[config.mk]
export PLATFORM = sky130hd
export DESIGN_NAME = lcdt_out_stage
export DESIGN_NICKNAME = d
export VERILOG_FILES = /design/src/rtl/lcdt_pkg.sv /design/src/rtl/lcdt_out_stage.sv
export SDC_FILE = /design/constraint.sdc
export NUM_CORES = 1
export LEC_CHECK = 0
export ABC_AREA = 1
export BUFFER_PORTS_ARGS = -buffer_cell sky130_fd_sc_hd__buf_4
export CELL_PAD_IN_SITES_DETAIL_PLACEMENT = 0
export CELL_PAD_IN_SITES_GLOBAL_PLACEMENT = 1
export CORE_UTILIZATION = 34
export CTS_BUF_LIST = sky130_fd_sc_hd__clkbuf_4
export CTS_CLUSTER_DIAMETER = 30
export CTS_CLUSTER_SIZE = 16
export DETAILED_ROUTE_END_ITERATION = 12
export GPL_TIMING_DRIVEN = 0
export PLACE_DENSITY = 0.93
export SYNTH_ARGS = -nofsm -noshare
export SYNTH_HDL_FRONTEND = slang
export SYNTH_SLANG_ARGS = --single-unit
[constraint.sdc]
create_clock -name clk -period 1.5 [get_ports clk]
set_clock_uncertainty 0.2 [all_clocks]
set_input_delay 0.3 -clock clk [delete_from_list [all_inputs] [get_ports clk]]
set_output_delay 0.3 -clock clk [all_outputs]
set_load 0.05 [all_outputs]
[src/rtl/lcdt_pkg.sv]
// Package: shared constants, codes and structure types of the LCD line and mode timer.
`default_nettype none

package lcdt_pkg;

    localparam int CYCLES_W    = 7;
    localparam int LINE_W      = 8;
    localparam int DOT_W       = 10;
    localparam int MODE_W      = 2;
    localparam int CFG_INDEX_W = 3;
    localparam int CFG_DATA_W  = 8;

    localparam logic [MODE_W-1:0] MODE_HBLANK = 2'd0;
    localparam logic [MODE_W-1:0] MODE_VBLANK = 2'd1;
    localparam logic [MODE_W-1:0] MODE_OAM    = 2'd2;
    localparam logic [MODE_W-1:0] MODE_DRAW   = 2'd3;

    localparam logic [DOT_W-1:0] OAM_DOTS    = 10'd80;
    localparam logic [DOT_W-1:0] DRAW_DOTS   = 10'd172;
    localparam logic [DOT_W-1:0] HBLANK_DOTS = 10'd204;
    localparam logic [DOT_W-1:0] LINE_DOTS   = 10'd456;
    localparam logic [DOT_W-1:0] DOT_MAX     = 10'd1023;

    localparam logic OP_TICK = 1'b0;
    localparam logic OP_DMA  = 1'b1;

    localparam logic [CFG_INDEX_W-1:0] REG_LCD_ENABLE    = 3'd0;
    localparam logic [CFG_INDEX_W-1:0] REG_COMPARE_LINE  = 3'd1;
    localparam logic [CFG_INDEX_W-1:0] REG_COINC_IRQ_SEL = 3'd2;
    localparam logic [CFG_INDEX_W-1:0] REG_HBLANK_IRQ_SEL = 3'd3;
    localparam logic [CFG_INDEX_W-1:0] REG_VBLANK_IRQ_SEL = 3'd4;
    localparam logic [CFG_INDEX_W-1:0] REG_OAM_IRQ_SEL   = 3'd5;

    typedef enum logic [3:0] {
        PH_HBLANK = 4'b0001,
        PH_VBLANK = 4'b0010,
        PH_OAM    = 4'b0100,
        PH_DRAW   = 4'b1000
    } phase_t;

    typedef struct packed {
        logic              lcd_enable;
        logic [LINE_W-1:0] compare_line;
        logic              coinc_irq_sel;
        logic              hblank_irq_sel;
        logic              vblank_irq_sel;
        logic              oam_irq_sel;
    } cfg_t;

    typedef struct packed {
        phase_t            phase;
        logic [LINE_W-1:0] line;
        logic [DOT_W-1:0]  dots;
        logic [DOT_W-1:0]  dma_left;
        logic              match;
    } timing_t;

    typedef struct packed {
        logic [MODE_W-1:0] mode;
        logic [LINE_W-1:0] line;
        logic              line_match;
        logic              vblank_irq;
        logic              stat_irq;
        logic              sprite_search;
        logic              render_line;
        logic              vram_open;
        logic              oam_open;
        logic              dma_busy;
    } result_t;

    function automatic logic [MODE_W-1:0] mode_code(phase_t ph);
        logic [MODE_W-1:0] code;
        case (ph)
            PH_HBLANK: code = MODE_HBLANK;
            PH_VBLANK: code = MODE_VBLANK;
            PH_OAM:    code = MODE_OAM;
            PH_DRAW:   code = MODE_DRAW;
            default:   code = MODE_VBLANK;
        endcase
        return code;
    endfunction

endpackage

`default_nettype wire

[src/rtl/lcdt_out_stage.sv]
// Result register that holds one finished result until the sink takes it.
`default_nettype none

module lcdt_out_stage
    import lcdt_pkg::*;
(
    input  wire logic    clk,
    input  wire logic    rst_n,
    input  wire logic    load,
    input  wire result_t load_data,
    input  wire logic    out_ready,
    output logic         free,
    output logic         out_valid,
    output result_t      out_data
);

    logic    valid_reg;
    logic    valid_next;
    result_t data_reg;

    assign free       = !valid_reg || out_ready;
    assign valid_next = load || (valid_reg && !out_ready);

    always_ff @(posedge clk or negedge rst_n)
    begin
        if (!rst_n)
        begin
            valid_reg <= 1'b0;
        end
        else
        begin
            valid_reg <= valid_next;
        end
    end

    always_ff @(posedge clk)
    begin
        if (load)
        begin
            data_reg <= load_data;
        end
    end

    assign out_valid = valid_reg;
    assign out_data  = data_reg;

endmodule

`default_nettype wire

======== Word level (Yosys, flattened, before mapping) ========
Index checks and enable logic that the tools add are counted.
cells by class
  reductions and logical operators ........ 5
operators by type and width
  operator             number
  $logic_not A1 Y1     2
  $logic_or A1 B1 Y1   2
  $logic_and A1 B1 Y1  1
storage, ports and cells
  word-level logic and storage cells ...... 16
  bits in registers ....................... 19

======== Logic depth before layout (Yosys ltp) ========
  depth after elaboration ................. 3
  depth in mapped cells ................... 3
  depth with buffers taken out ............ 3

======== Least setup slack after synthesis ========
Ideal clock, no wire load.
  kind .................................... reg2out
  start point ............................. register valid_reg, in the netlist out_valid
  end point ............................... output free
  slack ................................... 0.084 ns
  required time ........................... 1.000 ns
  buffers on the path ..................... 0
  cell stages (with the launch flop) ...... 2
  data arrival time ....................... 0.916 ns
  cell sequence ........................... dfrtp_1 -> nand2_2
on the way
  word-level cells in the longest chain between the ends .. 2
RTL lines
  item                    line                  source
  start, declared         lcdt_out_stage.sv:17  logic valid_reg;
  start signal, assigned  lcdt_out_stage.sv:32  valid_reg <= valid_next;
  $logic_not A1 Y1        lcdt_out_stage.sv:21  assign free = !valid_reg || out_ready;
  $logic_or A1 B1 Y1      lcdt_out_stage.sv:21
  end, declared           lcdt_out_stage.sv:12  output logic free,
Every way passes these cells.

======== Worst setup path after layout ========
Same ends and word-level chain as after synthesis.

==> results.json <==
{
  "netlist_area_um2": 586,
  "slew_headroom_pct": 84.9,
  "clk_pin_slew_ns": 0.11,
  "totalWireLength_um": 1210,
  "syn_to_final_growth_pct": 94.4,
  "fill_cells": 102,
  "grt_pass1_wl_um": 1790,
  "critPathKind": "flip-flop to output pin",
  "track_usage_pct": 14.4,
  "cts_setup_buffers": 0,
  "drc": 6,
  "status": "finished with violations",
  "use_met1_pct": 13.5,
  "antenna_found_initial": 0,
  "drt-initial-drc-count": 15,
  "cts_buffer_depth": 2,
  "core_area_mm2": 0.00156,
  "ys_ff_latch": 19,
  "ir_drop_mv": 0.799,
  "numCtsBuffers": 3,
  "yosysUniqueCellTypes": 4,
  "drv_cap": 0,
  "clock-sinks": 19,
  "die_x_um": 43.5,
  "busiest_layer": "met2",
  "use_met2_pct": 26.1,
  "synth_nets": 45,
  "diodes": 0,
  "finalCriticalPeriod_ns": 1.43,
  "ant_nets": 0,
  "fin_setup_tns_ns": 0,
  "synth_cells": 23,
  "port-buffer-count": 41,
  "placed_cells": 80,
  "period_share_pct": 95.4,
  "holdCritStartpoint": "out_ready",
  "leakage_nw": 0.500,
  "tightest_slew_ns": 0.226,
  "grt_overflow": 0,
  "final_nets": 110,
  "wl_per_cell_um": 11.7,
  "setup_viol_count_final": 0,
  "row_count": 14,
  "power.total_mw": 1.20,
  "multi_input_area_um2": 12.5,
  "mostFrequentLayoutCell": "buf_4",
  "power_density_mw_per_mm2": 1060,
  "die_y_um": 43.5,
  "required_ns": 1.00,
  "start_util_pct": 37.6,
  "clock.fmax_mhz": 699,
  "via_per_inst": 4.22,
  "synth-seq-area-share_pct": 96.6,
  "rsz0062_at_grt": "false",
  "ys_warn_count": 0,
  "gr-usage-met3_pct": 6.25,
  "maxSlewViolCount": 0,
  "cts_tree": "done",
  "violations": "DRC",
  "dr.pass1.iters": 8,
  "io_pins": 42,
  "gp_congestion": 0.632,
  "grt_start_max_net_pins": 20,
  "final_util_pct": 73.0,
  "cp-start-kind": "flip-flop",
  "dieArea_mm2": 0.00189,
  "root_buffer": "clkbuf_4",
  "avgSynthCellArea_um2": 25.5,
  "layout_common_cells": "buf_4 (40), dlygate4sd3_1 (19), edfxtp_1 (18)",
  "h-tree-depth": 1,
  "final_cells": 103,
  "r2r-start": "out_valid",
  "hp-class": "input port to flip-flop",
  "arrival_ns": 0.93,
  "grt_pass1_vias": 418,
  "worstSetupEndpointType": "output pin",
  "layout-drive-gt1-share_pct": 54.0,
  "crit_start": "out_valid",
  "finalHoldViolations": 0,
  "worst-path-max-fanout": 2,
  "insertion_delay_ns": 0.29,
  "vias": 435,
  "regArea_um2": 566
}
[power breakdown]
group	internal, mW	switching, mW	leakage [nW]
sequential	0.626	0.0125	0.187
clock	0.0991	0.150	0.0177
combinational	0.122	0.192	0.295
total	0.847	0.354	0.500
[cells by family after synthesis]
kind of cell	count (synthesis)	synth area share, %
and+or+nand+nor	2	2.14
buffers and inverters	2	1.28
DFF	19	96.6
[Yosys cell counts, drive strengths merged]
library cell  count  area share (%)
edfxtp           18              92
inv               2             1.3
nand2             2             2.1
dfrtp             1             4.3
[final cells by class]
| class | instances | share of cell area, % |
|---|---|---|
| Inverter | 2 | 0.659 |
| Clock inverter | 1 | 0.440 |
| Tap cell | 16 | 1.76 |
| Multi-Input combinational cell | 2 | 1.10 |
| Timing Repair Buffer | 60 | 44.4 |
| Sequential cell | 19 | 49.7 |
| Clock buffer | 3 | 1.98 |
[worst paths after layout]
path / cells after the start / slack (ns) / to
hold / removal: 4 / 0.07 / out_valid
min in group asynchronous: 2 / 0.10 / out_valid
hold reg to reg: 2 / 0.32 / out_valid
max in group asynchronous: 2 / 0.93 / out_valid
setup / recovery: 2 / 0.07 / free
setup reg to reg: 2 / 0.67 / out_valid
[flip-flops by register name, indices dropped and copies added, names as in the netlist]
name,flops
out_data,18
out_valid,1
[through the flow]
stage	instance area, µm²	setup WS (ns)	hold WS, ns
global placement	913	0.302	-0.124
finish	1140	0.0684	0.0694
floorplan	586	0.0838	-0.196
CTS	1130	0.0146	0.0350
detailed placement	913	0.302	-0.124
global route	1140	0.00199	0.0609
[worst max-delay path, cell delays in order, from the launching register on]
cell,delay [ns]
dfrtp_1,0.40
nand2_2,0.09
buf_8,0.15
[what timing repair did]
action / 4_1_cts / 5_1_grt
endpoints found under the hold margin: 19 / 0
endpoints found under the setup margin: 0 / 1
hold buffers: 19 / 0
resized for setup: 0 / 2
[per-layer routing]
layer / vias up / share of wire, %
li1: 213 / -
met1: 198 / 36
met2: 24 / 58
met3: 0 / 6.3
met4: 0 / 0
met5: - / 0
Note: power is estimated with default switching activity, not from simulation.
