### src/rtl/lcdt_pkg.sv
// Package: shared constants, codes and structure types of the LCD line and mode timer.
`default_nettype none

package lcdt_pkg;

    localparam int CYCLES_W    = 7;
    localparam int LINE_W      = 8;
    localparam int DOT_W       = 10;
    localparam int MODE_W      = 2;
    localparam int CFG_INDEX_W = 3;
    localparam int CFG_DATA_W  = 8;

    localparam logic [MODE_W-1:0] MODE_HBLANK = 2'd0;
    localparam logic [MODE_W-1:0] MODE_VBLANK = 2'd1;
    localparam logic [MODE_W-1:0] MODE_OAM    = 2'd2;
    localparam logic [MODE_W-1:0] MODE_DRAW   = 2'd3;

    localparam logic [DOT_W-1:0] OAM_DOTS    = 10'd80;
    localparam logic [DOT_W-1:0] DRAW_DOTS   = 10'd172;
    localparam logic [DOT_W-1:0] HBLANK_DOTS = 10'd204;
    localparam logic [DOT_W-1:0] LINE_DOTS   = 10'd456;
    localparam logic [DOT_W-1:0] DOT_MAX     = 10'd1023;

    localparam logic OP_TICK = 1'b0;
    localparam logic OP_DMA  = 1'b1;

    localparam logic [CFG_INDEX_W-1:0] REG_LCD_ENABLE    = 3'd0;
    localparam logic [CFG_INDEX_W-1:0] REG_COMPARE_LINE  = 3'd1;
    localparam logic [CFG_INDEX_W-1:0] REG_COINC_IRQ_SEL = 3'd2;
    localparam logic [CFG_INDEX_W-1:0] REG_HBLANK_IRQ_SEL = 3'd3;
    localparam logic [CFG_INDEX_W-1:0] REG_VBLANK_IRQ_SEL = 3'd4;
    localparam logic [CFG_INDEX_W-1:0] REG_OAM_IRQ_SEL   = 3'd5;

    typedef enum logic [3:0] {
        PH_HBLANK = 4'b0001,
        PH_VBLANK = 4'b0010,
        PH_OAM    = 4'b0100,
        PH_DRAW   = 4'b1000
    } phase_t;

    typedef struct packed {
        logic              lcd_enable;
        logic [LINE_W-1:0] compare_line;
        logic              coinc_irq_sel;
        logic              hblank_irq_sel;
        logic              vblank_irq_sel;
        logic              oam_irq_sel;
    } cfg_t;

    typedef struct packed {
        phase_t            phase;
        logic [LINE_W-1:0] line;
        logic [DOT_W-1:0]  dots;
        logic [DOT_W-1:0]  dma_left;
        logic              match;
    } timing_t;

    typedef struct packed {
        logic [MODE_W-1:0] mode;
        logic [LINE_W-1:0] line;
        logic              line_match;
        logic              vblank_irq;
        logic              stat_irq;
        logic              sprite_search;
        logic              render_line;
        logic              vram_open;
        logic              oam_open;
        logic              dma_busy;
    } result_t;

    function automatic logic [MODE_W-1:0] mode_code(phase_t ph);
        logic [MODE_W-1:0] code;
        case (ph)
            PH_HBLANK: code = MODE_HBLANK;
            PH_VBLANK: code = MODE_VBLANK;
            PH_OAM:    code = MODE_OAM;
            PH_DRAW:   code = MODE_DRAW;
            default:   code = MODE_VBLANK;
        endcase
        return code;
    endfunction

endpackage

`default_nettype wire

### src/rtl/lcdt_step.sv
// Next-state and result logic of the timer for one tick or DMA start.
`default_nettype none

module lcdt_step
    import lcdt_pkg::*;
#(
    parameter int VISIBLE_LINES = 144,
    parameter int TOTAL_LINES   = 154,
    parameter int DMA_LENGTH    = 640
) (
    input  wire logic                op,
    input  wire logic [CYCLES_W-1:0] cycles,
    input  wire cfg_t                cfg,
    input  wire timing_t             cur,
    output timing_t                  nxt,
    output result_t                  res
);

    localparam logic [LINE_W-1:0] VIS_LINE   = LINE_W'(VISIBLE_LINES);
    localparam logic [LINE_W-1:0] TOTAL_LINE = LINE_W'(TOTAL_LINES);
    localparam logic [DOT_W-1:0]  DMA_LOAD   = DOT_W'(DMA_LENGTH);

    logic [DOT_W:0]      dot_sum;
    logic [DOT_W-1:0]    dot_sat;
    logic [DOT_W-1:0]    cyc_ext;
    logic [DOT_W-1:0]    dma_sub;
    logic [LINE_W-1:0]   line_inc;
    logic                inc_match;
    logic                entered;
    logic                coinc;
    logic                vb_pulse;
    logic                search;
    logic                render;
    logic                mode_irq;

    assign cyc_ext   = DOT_W'(cycles);
    assign dot_sum   = {1'b0, cur.dots} + {1'b0, cyc_ext};
    assign dot_sat   = dot_sum[DOT_W] ? DOT_MAX : dot_sum[DOT_W-1:0];
    assign dma_sub   = (cur.dma_left > cyc_ext) ? (cur.dma_left - cyc_ext) : '0;
    assign line_inc  = cur.line + 8'd1;
    assign inc_match = (line_inc == cfg.compare_line);

    always_comb
    begin
        nxt      = cur;
        entered  = 1'b0;
        coinc    = 1'b0;
        vb_pulse = 1'b0;
        search   = 1'b0;
        render   = 1'b0;
        if (op == OP_DMA)
        begin
            nxt.dma_left = DMA_LOAD;
        end
        else if (!cfg.lcd_enable)
        begin
            nxt.dots  = '0;
            nxt.line  = '0;
            nxt.phase = PH_HBLANK;
            entered   = 1'b1;
        end
        else
        begin
            nxt.dma_left = dma_sub;
            nxt.dots     = dot_sat;
            case (cur.phase)
                PH_OAM:
                begin
                    if (dot_sat >= OAM_DOTS)
                    begin
                        nxt.dots  = dot_sat - OAM_DOTS;
                        search    = 1'b1;
                        nxt.phase = PH_DRAW;
                        entered   = 1'b1;
                    end
                end
                PH_DRAW:
                begin
                    if (dot_sat >= DRAW_DOTS)
                    begin
                        nxt.dots  = dot_sat - DRAW_DOTS;
                        render    = 1'b1;
                        nxt.phase = PH_HBLANK;
                        entered   = 1'b1;
                    end
                end
                PH_HBLANK:
                begin
                    if (dot_sat >= HBLANK_DOTS)
                    begin
                        nxt.dots  = dot_sat - HBLANK_DOTS;
                        nxt.line  = line_inc;
                        nxt.match = inc_match;
                        coinc     = inc_match;
                        entered   = 1'b1;
                        if (line_inc == VIS_LINE)
                        begin
                            vb_pulse  = 1'b1;
                            nxt.phase = PH_VBLANK;
                        end
                        else
                        begin
                            nxt.phase = PH_OAM;
                        end
                    end
                end
                default:
                begin
                    if (dot_sat >= LINE_DOTS)
                    begin
                        nxt.dots  = dot_sat - LINE_DOTS;
                        nxt.line  = line_inc;
                        nxt.match = inc_match;
                        coinc     = inc_match;
                        if (line_inc >= TOTAL_LINE)
                        begin
                            nxt.line  = '0;
                            nxt.phase = PH_OAM;
                            entered   = 1'b1;
                        end
                    end
                end
            endcase
        end
    end

    assign mode_irq = entered &&
                      (((nxt.phase == PH_HBLANK) && cfg.hblank_irq_sel) ||
                       ((nxt.phase == PH_VBLANK) && cfg.vblank_irq_sel) ||
                       ((nxt.phase == PH_OAM) && cfg.oam_irq_sel));

    always_comb
    begin
        res.mode          = mode_code(nxt.phase);
        res.line          = nxt.line;
        res.line_match    = nxt.match;
        res.vblank_irq    = vb_pulse;
        res.stat_irq      = mode_irq || (coinc && cfg.coinc_irq_sel);
        res.sprite_search = search;
        res.render_line   = render;
        res.vram_open     = (nxt.phase != PH_DRAW) && (nxt.dma_left == '0);
        res.oam_open      = (nxt.phase != PH_OAM) && (nxt.phase != PH_DRAW);
        res.dma_busy      = (nxt.dma_left != '0);
    end

endmodule

`default_nettype wire

### config.mk
export PLATFORM = sky130hd
export DESIGN_NAME = lcdt_step
export DESIGN_NICKNAME = d
export VERILOG_FILES = /design/src/rtl/lcdt_pkg.sv /design/src/rtl/lcdt_step.sv
export SDC_FILE = /design/constraint.sdc
export NUM_CORES = 1
export LEC_CHECK = 0
export BUFFER_PORTS_ARGS = -buffer_cell sky130_fd_sc_hd__buf_4
export CORE_ASPECT_RATIO = 1.5
export CORE_MARGIN = 5
export CORE_UTILIZATION = 58
export DETAILED_ROUTE_END_ITERATION = 12
export PLACE_DENSITY = 0.95
export SYNTH_ARGS = -nofsm -noshare
export SYNTH_HDL_FRONTEND = slang
export SYNTH_SLANG_ARGS = --single-unit
### constraint.sdc
create_clock -name vclk -period 13.6
set_clock_uncertainty 0.15 [all_clocks]
set_input_delay 2.72 -clock vclk [all_inputs]
set_output_delay 2.72 -clock vclk [all_outputs]
set_load 0.03 [all_outputs]
Word-level counts from Yosys, hierarchy flattened
Cells that the tools add are included.
{ "totals": {"wordCells": 83, "ff_bits": 0, "out_inout_bits": 51, "input_bits": 54} }
{ "op_classes": {"mux": 46, "addsub": 7, "eq_ne": 11, "n_reduce_logical": 13, "order_cmp": 6} }
{ "ops": {"columns": ["op", "count"], "rows": [
  ["22-bit two-way mux", 4],
  ["10-bit two-way mux", 5],
  ["10-bit one-hot mux with 3 select lines", 1],
  ["1-bit two-way mux", 25],
  ["10-bit by 8-bit >= comparator with 1-bit output (second input constant)", 2],
  ["10-bit by 8-bit subtractor with 10-bit output (second input constant)", 2],
  ["8-bit one-hot mux with 2 select lines", 1],
  ["12-bit two-way mux", 1],
  ["4-bit one-hot mux with 3 select lines", 1],
  ["10-bit by 7-bit adder with 11-bit output", 1],
  ["11-bit two-way mux", 1],
  ["10-bit by 7-bit >= comparator with 1-bit output (second input constant)", 1],
  ["10-bit by 9-bit >= comparator with 1-bit output (second input constant)", 1],
  ["10-bit by 7-bit greater-than comparator with 1-bit output", 1],
  ["10-bit logical NOT", 1],
  ["10-bit nonzero test", 1],
  ["10-bit by 7-bit subtractor with 10-bit output", 1],
  ["10-bit by 7-bit subtractor with 10-bit output (second input constant)", 1],
  ["10-bit by 9-bit subtractor with 10-bit output (second input constant)", 1],
  ["8-bit by 1-bit adder with 8-bit output (second input constant)", 1],
  ["4-bit by 1-bit equality test with 1-bit output (second input constant)", 2],
  ["4-bit by 3-bit equality test with 1-bit output (second input constant)", 2],
  ["4-bit equality test (second input constant)", 2],
  ["8-bit equality test", 1],
  ["13 further kinds", 23]
]} }

Depth between registers and ports, before layout
{ "depth": {"word_depth": 13, "depth_mapped": 19} }

Worst setup path after synthesis
No wires, ideal clock.
{ "synth_timing": {"path_kind": "input to output", "startpoint": "input port cycles[0]", "endpoint": "output port res[15] (netlist name)", "stages": 16, "slack_ns": 3.843, "path_buffers": 1, "arrival_ns": 6.887, "cell_sequence": "ha_1 > inv_1 > fa_1 > nand2b_1 > a21boi_0 > o21ai_0 > a21oi_1 > ha_1 > o31ai_2 > a2111oi_4 > nor2_2 > o32a_1 > nor2_1 > a22oi_1 > o21ai_0 > buf_4"} }
{ "synth_lines": {"columns": ["item", "line", "rtl"], "rows": [
  ["start, declared", "lcdt_step.sv:12", "input wire logic [CYCLES_W-1:0] cycles,"],
  ["end, declared", "lcdt_step.sv:16", "output result_t res"]
]} }

==> impl_metrics.csv <==
group,metric,value,unit
run_status,status,"finished, final reports clean",
floorplan,fp.dieH,98.1,um
layout,stdcell_count,593,
critical_path,critPathBufInv,5,
critical_path,worstSetupEndpointType,"output port",
layout,final_net_count,609,
worst_hold_path,hold_end,"nxt[11]",
clock_network,cts_resized,0,
timing,hold_viol,0,
worst_hold_path,hp-class,"in -> out",
route,drtIter0Drc,415,
place,io_buffers,105,
critical_path,worst-setup-path-type,"in -> out",
critical_path,cpMostUsedCell,"inv_1",
layout,areaGrowthSynthToFinish,24.0,%
synth,synth_area_leaders,"ha_1, xnor2_1, o21ai_0",
synth,seq_area_frac_synth,0,%
timing,fmax,95.3,MHz
synth,synth_fp_nets,528,
route,drt-wirelength-per-cell,18.7,um
critical_path,worstPathMaxFanout,8,
layout,design.seq.count,0,
critical_path,critPathTopFamily,"compound AO/OA/AOI/OAI gates",
timing,min_period,10.49,ns
synth,synth_top_area_cell,"ha_1",
pwr,p_leak,1.70,nW
layout,utilization,73.3,%
critical_path,required,10.73,ns
critical_path,cp_data_arrival_time,7.62,ns
timing,totalNegativeSetupSlack,0,ns
synth,ys_top_cells_by_count,"nand2_1, nor2_1, inv_1",
synth,yosys.area.top_type_share,10.8,%
layout,clockBufferCount,0,
place,place_hpwl,9000,um
synth,synth_cell_types,78,
worst_hold_path,hold_path.startpoint,"cur[11]",
timing,min_period_over_period,77.2,%
layout,drive_gt1_share,25.3,%
timing,rsz0062_at_grt,"no",
global_routing,grt-ovfl-total,0,
pwr,power,0.232,mW
place,place_congestion,0.989,
timing,setup_viol,0,
place,post-place-cells,593,
pwr,power.density,62.3,nW/um2
route,antenna_left,0,
critical_path,start_kind,"primary input",
floorplan,io_pins,105,
timing,slew_violations,0,
layout,diodes,0,
critical_path,critPathSlowestCell,"a221oi_1",
route,drc,0,
floorplan,die-area,6750,um2
route,routed_wl,11100,um
clock_network,hold_buffers,0,
route,dr.pass1.iters,8,
route,via_count,3993,
pwr,ir_drop,0.0358,mV
critical_path,path_cells,"buf_4 -> ha_1 -> inv_1 -> fa_1 -> nand2b_1 -> a21boi_0 -> o21ai_0 -> a21oi_1 -> inv_1 -> ha_1 -> a21oi_1 -> nand2_1 -> a211o_1 -> and3_1 -> o31ai_1 -> nand2_1 -> a221oi_1 -> inv_1 -> nor2_1 -> and2_1 -> buf_4",
job,drv_cap,0,
layout,n_fill_cell,401,
layout,regArea,0,um2
global_routing,grt_pass1_wl,17600,um
floorplan,die_width,68.8,um
synth,syn_inst,446,
global_routing,grt_pass1_vias,3720,
clock_network,post_cts_buffers,0,
critical_path,max_stage_delay,0.65,ns
global_routing,grt_max_degree,31,
global_routing,antenna_found_initial,0,
floorplan,coreArea,5080,um2
timing,slew_headroom,36.9,%
synth,synth_warnings,0,
timing,tightestPinTransition,0.943,ns
synth,synth.avg_cell_area,6.74,um2
worst_hold_path,holdPathStages,4,
floorplan,start_util,59.1,%
floorplan,rows,32,
synth,netlist_area,3000,um2
route,via_per_inst,6.73,
global_routing,grt_use_total,32.2,%
[power by group]
group / switching [mW] / internal [mW] / leakage [nW]
clock: 0 / 0 / 0
combinational: 0.144 / 0.0884 / 1.70
sequential: 0 / 0 / 0
total: 0.144 / 0.0884 / 1.70
[metal layers]
layer  vias to the layer above  global-route usage [%]  part of all wire [%]
li1                       1832                       -                     -
met1                      1810                    37.5                    35
met2                       290                    56.0                    50
met3                        61                    3.68                   9.3
met4                         0                    15.5                   5.5
met5                         -                       0                     0
[layout make-up]
cell class / instances / area [um2] / area share, %
multi-input combinational: 384 / 2710 / 72.8
timing repair buffer: 106 / 796 / 21.4
inverter: 35 / 131 / 3.53
tap: 68 / 85.1 / 2.28
[cell usage in the layout, fill, tap and decap left out, types with 3 or more instances in the layout]
cell type and n:
buf_4 106, nor2_1 37, nand2_1 37, inv_1 33
o21ai_0 31, ha_1 26, xnor2_1 21, a21oi_1 20
nand3_1 17, nor3_1 14, a21o_1 10, xor2_1 10
a22o_1 9, or3_1 8, nand4_1 8, a31oi_1 7
a221oi_1 7, nor4_1 6, o31ai_1 6, nor2b_1 5
and2_1 5, and3_1 5, nand2b_1 4, o2111ai_1 4
or2_2 4, nand4b_1 4, o211ai_1 4, o22ai_1 4
a211o_1 3, o21a_1 3, o22a_1 3, a22oi_1 3
a221o_1 3
[stage by stage]
step	setup slack, ns	area (um2)	hold slack [ns]
after global placement	3.57	3720	5.63
after floorplan	3.84	3000	5.49
after detailed placement	3.21	3720	5.64
after CTS	3.19	3720	5.64
final	3.11	3720	5.64
after global routing	2.58	3720	5.66
[worst max-delay path by stage]
stage,start,to,slack [ns],cells past startpoint
after floorplan,cycles[0],res[15],3.84,16
after global placement,cycles[0],res[16],3.57,20
after global routing,cycles[0],res[17],2.58,21
after detailed placement,cycles[0],res[17],3.21,21
final,cycles[0],res[17],3.11,21
after CTS,cycles[0],res[17],3.19,21
[logic make-up after synthesis]
family                     count (synthesis)  synth area share (%)
AOI/OAI and AO/OA                        154                  39.2
xor gates and xnor gates                  31                  9.04
adders and majority gates                 28                  12.2
buffers and inverters                     62                  9.70
muxes                                      3                  1.04
and+or+nand+nor                          168                  28.9
Power figures use the tool's default switching activity.
